<file path="config.mk">
export PLATFORM = sky130hd
export DESIGN_NAME = circle_ring_row_offsets_core
export DESIGN_NICKNAME = d
export VERILOG_FILES = /design/src/rtl/core/crro_pkg.sv /design/src/rtl/core/crro_front.sv /design/src/rtl/core/crro_queue.sv /design/src/rtl/core/crro_back.sv /design/src/rtl/core/circle_ring_row_offsets_core.sv
export SDC_FILE = /design/constraint.sdc
export NUM_CORES = 1
export LEC_CHECK = 0
export CELL_PAD_IN_SITES_DETAIL_PLACEMENT = 1
export CELL_PAD_IN_SITES_GLOBAL_PLACEMENT = 1
export CORE_ASPECT_RATIO = 0.7
export CORE_UTILIZATION = 56
export CTS_CLUSTER_DIAMETER = 100
export DETAILED_ROUTE_END_ITERATION = 6
export DONT_BUFFER_PORTS = 1
export MAX_ROUTING_LAYER = met4
export PLACE_DENSITY = 0.9
export SLEW_MARGIN = 20
export SYNTH_ARGS = -nofsm -noshare
export SYNTH_HDL_FRONTEND = slang
export SYNTH_HIERARCHICAL = 1
export SYNTH_SLANG_ARGS = --single-unit
</file>
<file path="constraint.sdc">
create_clock -name clk -period 13.8 [get_ports clk]
set_clock_uncertainty 0.2 [all_clocks]
set_input_delay 2.07 -clock clk [delete_from_list [all_inputs] [get_ports clk]]
set_output_delay 2.07 -clock clk [all_outputs]
set_load 0.05 [all_outputs]
</file>
<file path="src/rtl/core/crro_pkg.sv">
// ----------------------------------------------------------------------------
// crro_pkg
// Shared types, constants and helper functions of the ring row offset core.
// ----------------------------------------------------------------------------
package crro_pkg;

  localparam int COORD_W        = 8;   // row offset, radius and root width
  localparam int OFF_W          = 9;   // signed output offset width
  localparam int NUM_SLOTS      = 8;   // symmetric positions per row
  localparam int SLOT_W         = 3;
  localparam int SQ_W           = 2 * COORD_W;
  localparam int QUEUE_DEPTH    = 2;
  localparam int MAX_RADIUS_DEF = 255;

  // One first-octant point (x, y) waiting to be folded out.
  typedef struct packed {
    logic [COORD_W-1:0] x;
    logic [COORD_W-1:0] y;
  } row_entry_t;

  // Fill status of the queue between the front and the back.
  typedef struct packed {
    logic full;
    logic empty;
  } q_stat_t;

  // Positions in symmetric order; bit 2 swaps x and y, bit 1 negates x,
  // bit 0 negates y. A cleared bit marks a mirror duplicate.
  function automatic logic [NUM_SLOTS-1:0] slot_mask(input row_entry_t e);
    logic xnz;
    logic ynz;
    logic dif;
    logic [NUM_SLOTS-1:0] m;
    xnz  = (e.x != '0);
    ynz  = (e.y != '0);
    dif  = (e.x != e.y);
    m[0] = 1'b1;
    m[1] = ynz;
    m[2] = xnz;
    m[3] = xnz & ynz;
    m[4] = dif;
    m[5] = dif & xnz;
    m[6] = dif & ynz;
    m[7] = dif & xnz & ynz;
    return m;
  endfunction

  function automatic logic [SLOT_W-1:0] lowest_slot(input logic [NUM_SLOTS-1:0] m);
    logic [SLOT_W-1:0] sel;
    sel = '0;
    for (int i = NUM_SLOTS - 1; i >= 0; i--) begin
      if (m[i]) begin
        sel = SLOT_W'(i);
      end
    end
    return sel;
  endfunction

  function automatic logic [OFF_W-1:0] encode_offset(input logic [COORD_W-1:0] mag,
                                                     input logic neg);
    logic [OFF_W-1:0] ext;
    ext = {1'b0, mag};
    return neg ? (~ext + OFF_W'(1)) : ext;
  endfunction

endpackage

</file>
<file path="src/rtl/core/crro_front.sv">
// ----------------------------------------------------------------------------
// crro_front
// Holds the radius, accepts row offsets and finds the rounded square root of
// R*R - y*y two bits per cycle; rows inside the radius and octant are queued.
// ----------------------------------------------------------------------------
module crro_front #(
  parameter int MAX_RADIUS = crro_pkg::MAX_RADIUS_DEF
) (
  input  logic                          clk,
  input  logic                          rst,
  input  logic                          radius_we,
  input  logic [crro_pkg::COORD_W-1:0]  radius_wdata,
  input  logic                          in_valid,
  output logic                          in_stall,
  input  logic [crro_pkg::COORD_W-1:0]  row_offset,
  input  crro_pkg::q_stat_t             q_stat,
  output logic                          push,
  output crro_pkg::row_entry_t          push_entry
);
  import crro_pkg::*;

  localparam int REM_W  = COORD_W + 1;
  localparam int TRY_W  = COORD_W + 3;
  localparam int LAST_STEP = COORD_W - 1;

  logic [COORD_W-1:0] rad_c;
  logic [SQ_W-1:0]    rsq;
  logic [COORD_W-1:0] clamp;

  logic               busy;
  logic [SLOT_W-1:0]  step;
  logic               skip;
  logic [COORD_W-1:0] yreg;
  logic [SQ_W-1:0]    nsh;
  logic [REM_W-1:0]   rem;
  logic [COORD_W-1:0] root;

  logic [TRY_W-1:0]   t;
  logic [TRY_W-1:0]   trial;
  logic               ge;
  logic [REM_W-1:0]   rem_next;
  logic [COORD_W-1:0] root_next;
  logic [COORD_W-1:0] x_round;
  logic               last_step;
  logic               push_want;
  logic               hold;
  logic               accept;

  always_comb begin
    if (int'(radius_wdata) > MAX_RADIUS) begin
      clamp = COORD_W'(MAX_RADIUS);
    end else begin
      clamp = radius_wdata;
    end
  end

  // One digit of the restoring square root: bring down two bits of n.
  always_comb begin
    t         = {rem, nsh[SQ_W-1 -: 2]};
    trial     = {1'b0, root, 2'b01};
    ge        = (t >= trial);
    rem_next  = ge ? REM_W'(t - trial) : t[REM_W-1:0];
    root_next = {root[COORD_W-2:0], ge};
    // Round up when floor^2 + floor < n, that is when the remainder exceeds the root.
    x_round   = root_next + COORD_W'(rem_next > {1'b0, root_next});
  end

  assign last_step  = busy && (step == SLOT_W'(LAST_STEP));
  assign push_want  = last_step && !skip && (yreg <= x_round);
  assign hold       = push_want && q_stat.full;
  assign in_stall   = busy && !(last_step && !hold);
  assign accept     = in_valid && !in_stall;
  assign push       = push_want && !q_stat.full;
  assign push_entry = '{x: x_round, y: yreg};

  always_ff @(posedge clk) begin
    if (rst) begin
      rad_c <= COORD_W'(1);
      rsq   <= SQ_W'(1);
      busy  <= 1'b0;
      step  <= '0;
    end else begin
      if (radius_we) begin
        rad_c <= clamp;
        rsq   <= SQ_W'(clamp) * SQ_W'(clamp);
      end
      if (accept) begin
        busy <= 1'b1;
        step <= '0;
      end else if (busy && !hold) begin
        step <= step + SLOT_W'(1);
        if (last_step) begin
          busy <= 1'b0;
        end
      end
    end
  end

  always_ff @(posedge clk) begin
    if (accept) begin
      yreg <= row_offset;
      skip <= (row_offset >= rad_c);
      nsh  <= rsq - SQ_W'(row_offset) * SQ_W'(row_offset);
      rem  <= '0;
      root <= '0;
    end else if (busy && !hold) begin
      nsh  <= {nsh[SQ_W-3:0], 2'b00};
      rem  <= rem_next;
      root <= root_next;
    end
  end

endmodule

</file>
<file path="src/rtl/core/crro_queue.sv">
// ----------------------------------------------------------------------------
// crro_queue
// Short first-in first-out queue of first-octant points between the front
// and the back.
// ----------------------------------------------------------------------------
module crro_queue #(
  parameter int DEPTH = crro_pkg::QUEUE_DEPTH
) (
  input  logic                  clk,
  input  logic                  rst,
  input  logic                  push,
  input  crro_pkg::row_entry_t  push_entry,
  input  logic                  pop,
  output crro_pkg::row_entry_t  head,
  output crro_pkg::q_stat_t     q_stat
);
  import crro_pkg::*;

  localparam int PTR_W = (DEPTH > 1) ? $clog2(DEPTH) : 1;
  localparam int CNT_W = $clog2(DEPTH + 1);

  row_entry_t       entries [DEPTH];
  logic [PTR_W-1:0] wr_ptr;
  logic [PTR_W-1:0] rd_ptr;
  logic [CNT_W-1:0] count;

  assign head         = entries[rd_ptr];
  assign q_stat.full  = (count == CNT_W'(DEPTH));
  assign q_stat.empty = (count == '0);

  always_ff @(posedge clk) begin
    if (rst) begin
      wr_ptr <= '0;
      rd_ptr <= '0;
      count  <= '0;
    end else begin
      if (push) begin
        wr_ptr <= (wr_ptr == PTR_W'(DEPTH - 1)) ? '0 : wr_ptr + PTR_W'(1);
      end
      if (pop) begin
        rd_ptr <= (rd_ptr == PTR_W'(DEPTH - 1)) ? '0 : rd_ptr + PTR_W'(1);
      end
      if (push && !pop) begin
        count <= count + CNT_W'(1);
      end else if (pop && !push) begin
        count <= count - CNT_W'(1);
      end
    end
  end

  always_ff @(posedge clk) begin
    if (push) begin
      entries[wr_ptr] <= push_entry;
    end
  end

endmodule

</file>
<file path="src/rtl/core/crro_back.sv">
// ----------------------------------------------------------------------------
// crro_back
// Folds each queued point out into its symmetric ring offsets, one per cycle
// while the receiver does not stall, into a registered output stage.
// ----------------------------------------------------------------------------
module crro_back (
  input  logic                              clk,
  input  logic                              rst,
  input  crro_pkg::row_entry_t              head,
  input  crro_pkg::q_stat_t                 q_stat,
  output logic                              pop,
  output logic                              out_valid,
  input  logic                              out_stall,
  output logic signed [crro_pkg::OFF_W-1:0] offset_x,
  output logic signed [crro_pkg::OFF_W-1:0] offset_y,
  output logic                              last_offset
);
  import crro_pkg::*;

  logic [NUM_SLOTS-1:0] cur_mask;
  row_entry_t           cur;

  logic                 advance;
  logic                 from_queue;
  logic                 have;
  row_entry_t           src;
  logic [NUM_SLOTS-1:0] src_mask;
  logic [SLOT_W-1:0]    sel;
  logic [NUM_SLOTS-1:0] rest;
  logic [COORD_W-1:0]   mag_x;
  logic [COORD_W-1:0]   mag_y;

  // A fresh row is taken straight from the queue head so rows run back to back.
  always_comb begin
    advance    = !out_valid || !out_stall;
    from_queue = (cur_mask == '0);
    have       = !from_queue || !q_stat.empty;
    src        = from_queue ? head : cur;
    src_mask   = from_queue ? slot_mask(head) : cur_mask;
    sel        = lowest_slot(src_mask);
    rest       = src_mask & ~(NUM_SLOTS'(1) << sel);
    mag_x      = sel[2] ? src.y : src.x;
    mag_y      = sel[2] ? src.x : src.y;
    pop        = advance && from_queue && !q_stat.empty;
  end

  always_ff @(posedge clk) begin
    if (rst) begin
      out_valid <= 1'b0;
      cur_mask  <= '0;
    end else if (advance) begin
      out_valid <= have;
      if (have) begin
        cur_mask <= rest;
      end
    end
  end

  always_ff @(posedge clk) begin
    if (advance && have) begin
      cur         <= src;
      offset_x    <= encode_offset(mag_x, sel[1]);
      offset_y    <= encode_offset(mag_y, sel[0]);
      last_offset <= (rest == '0);
    end
  end

endmodule

</file>
<file path="src/rtl/core/circle_ring_row_offsets_core.sv">
// ----------------------------------------------------------------------------
// circle_ring_row_offsets_core
// Expands first-octant rows of a digital circle into ring pixel offsets.
// ----------------------------------------------------------------------------
// Usage:
//   radius_we/radius_wdata write the ring radius (reset value 1), clamped to
//   MAX_RADIUS. Write it only while no row is in flight.
//   The input channel (in_valid, in_stall, row_offset) takes one row offset y
//   per transaction. The output channel (out_valid, out_stall, offset_x,
//   offset_y, last_offset) returns zero to eight offsets per row in
//   symmetric order; last_offset marks the final one of a row.
// Timing:
//   The front solves one row at a time in the two-bits-per-cycle square
//   root unit and accepts the next row only in its final root step. The back
//   emits one offset per cycle while the receiver does not stall. The first
//   offset of a row reaches the output register through the queue; rows
//   without offsets emit nothing. A two-entry queue separates the two halves,
//   so a stalled receiver only stops the front once the queue is full.
// Reset: synchronous and active high; clears the queue and the output stage
//   and restores the radius to 1.
// ----------------------------------------------------------------------------
module circle_ring_row_offsets_core #(
  parameter int MAX_RADIUS = crro_pkg::MAX_RADIUS_DEF
) (
  input  logic                              clk,
  input  logic                              rst,
  input  logic                              radius_we,
  input  logic [crro_pkg::COORD_W-1:0]      radius_wdata,
  input  logic                              in_valid,
  output logic                              in_stall,
  input  logic [crro_pkg::COORD_W-1:0]      row_offset,
  output logic                              out_valid,
  input  logic                              out_stall,
  output logic signed [crro_pkg::OFF_W-1:0] offset_x,
  output logic signed [crro_pkg::OFF_W-1:0] offset_y,
  output logic                              last_offset
);
  import crro_pkg::*;

  logic       push;
  row_entry_t push_entry;
  logic       pop;
  row_entry_t head;
  q_stat_t    q_stat;

  crro_front #(
    .MAX_RADIUS(MAX_RADIUS)
  ) u_front (
    .clk         (clk),
    .rst         (rst),
    .radius_we   (radius_we),
    .radius_wdata(radius_wdata),
    .in_valid    (in_valid),
    .in_stall    (in_stall),
    .row_offset  (row_offset),
    .q_stat      (q_stat),
    .push        (push),
    .push_entry  (push_entry)
  );

  crro_queue #(
    .DEPTH(QUEUE_DEPTH)
  ) u_queue (
    .clk       (clk),
    .rst       (rst),
    .push      (push),
    .push_entry(push_entry),
    .pop       (pop),
    .head      (head),
    .q_stat    (q_stat)
  );

  crro_back u_back (
    .clk        (clk),
    .rst        (rst),
    .head       (head),
    .q_stat     (q_stat),
    .pop        (pop),
    .out_valid  (out_valid),
    .out_stall  (out_stall),
    .offset_x   (offset_x),
    .offset_y   (offset_y),
    .last_offset(last_offset)
  );

endmodule

</file>
==> flow_summary.ini <==
[outcome]
status = completed

[floorplanning]
rows = 43
start_util = 0.573
die_x_um = 173
die_h_um = 121
die-area_um2 = 21000
ios = 42
fp.coreArea_um2 = 19900

[sta]
final.period_utilization = 0.648
fmax_ghz = 0.112
holdWs_ns = 0.293
slew_headroom = 0.272
slew_violations = 0
setup_violations = 0
worstMarginPinSlew_ns = 1.08
period_needed_ns = 8.94
finalHoldViolations = 0
grt_setup_unrepaired = false
final.setup.tns_ns = 0

[worst_setup_path]
slowest_delay_ns = 0.92
end_kind = output port
crit_slowest_cell = o32ai_2
critPathLaunchType = flip-flop
reg2reg_to = u_front/nsh[7]
required_ns = 11.53
crit_path_max_fanout = 17
crit_start = u_front/root[0]
crit_type = flip-flop to output port
r2r_start = u_front/root[0]
r2r_slack_ns = 5.30
worstPathArrival_ns = 6.67
reg2reg_depth = 29

[clock_tree]
ctsResizeCount = 0
clkTransAtPathRegs_ns = 0.06
clk_latency_ns = 0.44
htreeDepth = 4
root_buffer = clkbuf_16
numCtsBuffers = 17
ctsLongestPathBuffers = 2
clkSinkCount = 149
cts_setup_buffers = 0
cts_tree = done
cts_hold_buf = 0

[cells_and_area]
num-fill-cells = 2195
syn_to_final_growth_pct = 6.35
drive_above_1_share = 0.0672
diodes = 0
fin_cells = 1431
num-nets-final = 1338

[logic_synthesis]
synth_edf_count = 92
synthMostInstantiatedCell = nand2_1
synth_ff_type = edfxtp_1
synth_cells = 1168
synth.yosys.seq_area_share = 0.342
netlist_area_um2 = 11400
ys_warn_count = 6
synth_cell_types = 79
ys_top_cells_by_area = edfxtp_1 (24%), ha_1 (12%), fa_1 (11%)
avgSynthCellArea_um2 = 9.77
synth_top_area_cell = edfxtp_1
syn_nets = 1358
synthTopCellsByCount = nand2_1 (138), inv_1 (128), ha_1 (108)
yosysTopAreaCellShare = 0.242
async_flop_share = 0
synth-seq-cells = 149

[grt]
grt_use_met2 = 0.595
grt_util_met3 = 0.0564
grt_pass1_vias = 9480
grt_pass1_wl_um = 51400
grt_max_degree = 47
met1_usage = 0.370
overflow = 0
antenna_found_initial = 0
grt_most_used_layer = met2
track_usage = 0.328

[hold_path]
worstHoldPathCells = 2
holdCritPathClass = flip-flop to flip-flop
worstHoldStart = u_front/rsq[12]
whs_endpoint = u_front/rsq[12]

[place]
dp_hpwl_um = 22200
port_buffers = 0
gp_congestion = 0.897
placed_cells = 1399

[routing]
vias = 8799
routedWlPerCell_um = 22.8
viasPerCell = 6.15
drtAntennaViolNets = 0
wirelength_um = 32600
detail_route.iter0.violations = 746
drc = 0
dr.pass1.iters = 7

[run]
maxCapViolations = 0
==> flip-flops by register name, summed over array words and instances (netlist names), 2 cells and up, named ones only <==
signal	cells
u_back/cur	16
u_back/cur_mask	8
u_back/offset_x	9
u_back/offset_y	9
u_front/nsh	16
u_front/rad_c	8
u_front/rem	9
u_front/root	8
u_front/rsq	14
u_front/step	3
u_front/yreg	8
u_queue/count	2
u_queue/entries	32
==> worst max path at each step <==
stage	end	cells after the start
6_report	in_stall	26
2_1_floorplan	in_stall	25
3_5_place_dp	in_stall	26
3_3_place_gp	in_stall	26
5_1_grt	in_stall	26
4_1_cts	in_stall	26
==> layer usage <==
| metal | part of all wire | wire [µm] | up-vias |
|---|---|---|---|
| li1 | - | - | 3962 |
| met2 | 0.52 | 17100 | 286 |
| met1 | 0.41 | 13300 | 4483 |
| met4 | 0.023 | 753 | 0 |
| met3 | 0.045 | 1460 | 68 |
| met5 | 0 | 0 | - |
==> worst max-delay path: cells and delay by family, from the launching register on <==
kind	cells	cell delay, ns
AO/OA/AOI/OAI	14	3.66
XOR/XNOR	1	0.27
adder cells (fa/ha/maj)	4	1.21
buffers and inverters	2	0.21
flip-flops	1	0.43
AND/OR/NAND/NOR	5	0.43
==> layout by cell type, fill, tap and decap left out, types with 18 or more instances in the layout <==
master	count
a21oi_1	62
and2_1	23
dfxtp_1	57
edfxtp_1	92
fa_1	61
ha_1	108
inv_1	128
mux2_2	19
mux2i_1	21
nand2_1	138
nand2b_1	18
nor2_1	85
nor3_1	19
o21ai_0	40
xnor2_1	52
xor2_1	22
==> kinds of logic after synthesis <==
group	Yosys count	synth area share
and+or+nand+nor	350	0.149
AOI/OAI and AO/OA	215	0.127
buffers and inverters	170	0.0616
adders and majority gates	169	0.225
DFF	149	0.342
xor gates and xnor gates	74	0.0568
muxes	41	0.0385
==> layout make-up <==
class                           instances  area [µm²]  area share
Clock buffer                           25         475      0.0392
Inverter                              128         480      0.0396
Sequential cell                       149        3900       0.322
Multi-Input combinational cell        849        6820       0.562
Timing Repair Buffer                    3        22.5     0.00186
Tap cell                              270         338      0.0278
Clock inverter                          7        98.8     0.00814
==> metrics by stage <==
| stage | setup slack [ns] | util | area, µm² |
|---|---|---|---|
| 2_1_floorplan | 5.94 | - | 11400 |
| 3_3_place_gp | 5.99 | 0.581 | 11600 |
| 3_5_place_dp | 5.59 | 0.581 | 11600 |
| 4_1_cts | 4.93 | 0.610 | 12100 |
| 5_1_grt | 4.56 | 0.610 | 12100 |
| 6_report | 4.86 | 0.610 | 12100 |
Power is left out: the tool's default activity adds up to more than one toggle a clock period on the data nets, which glitch-free logic cannot reach.
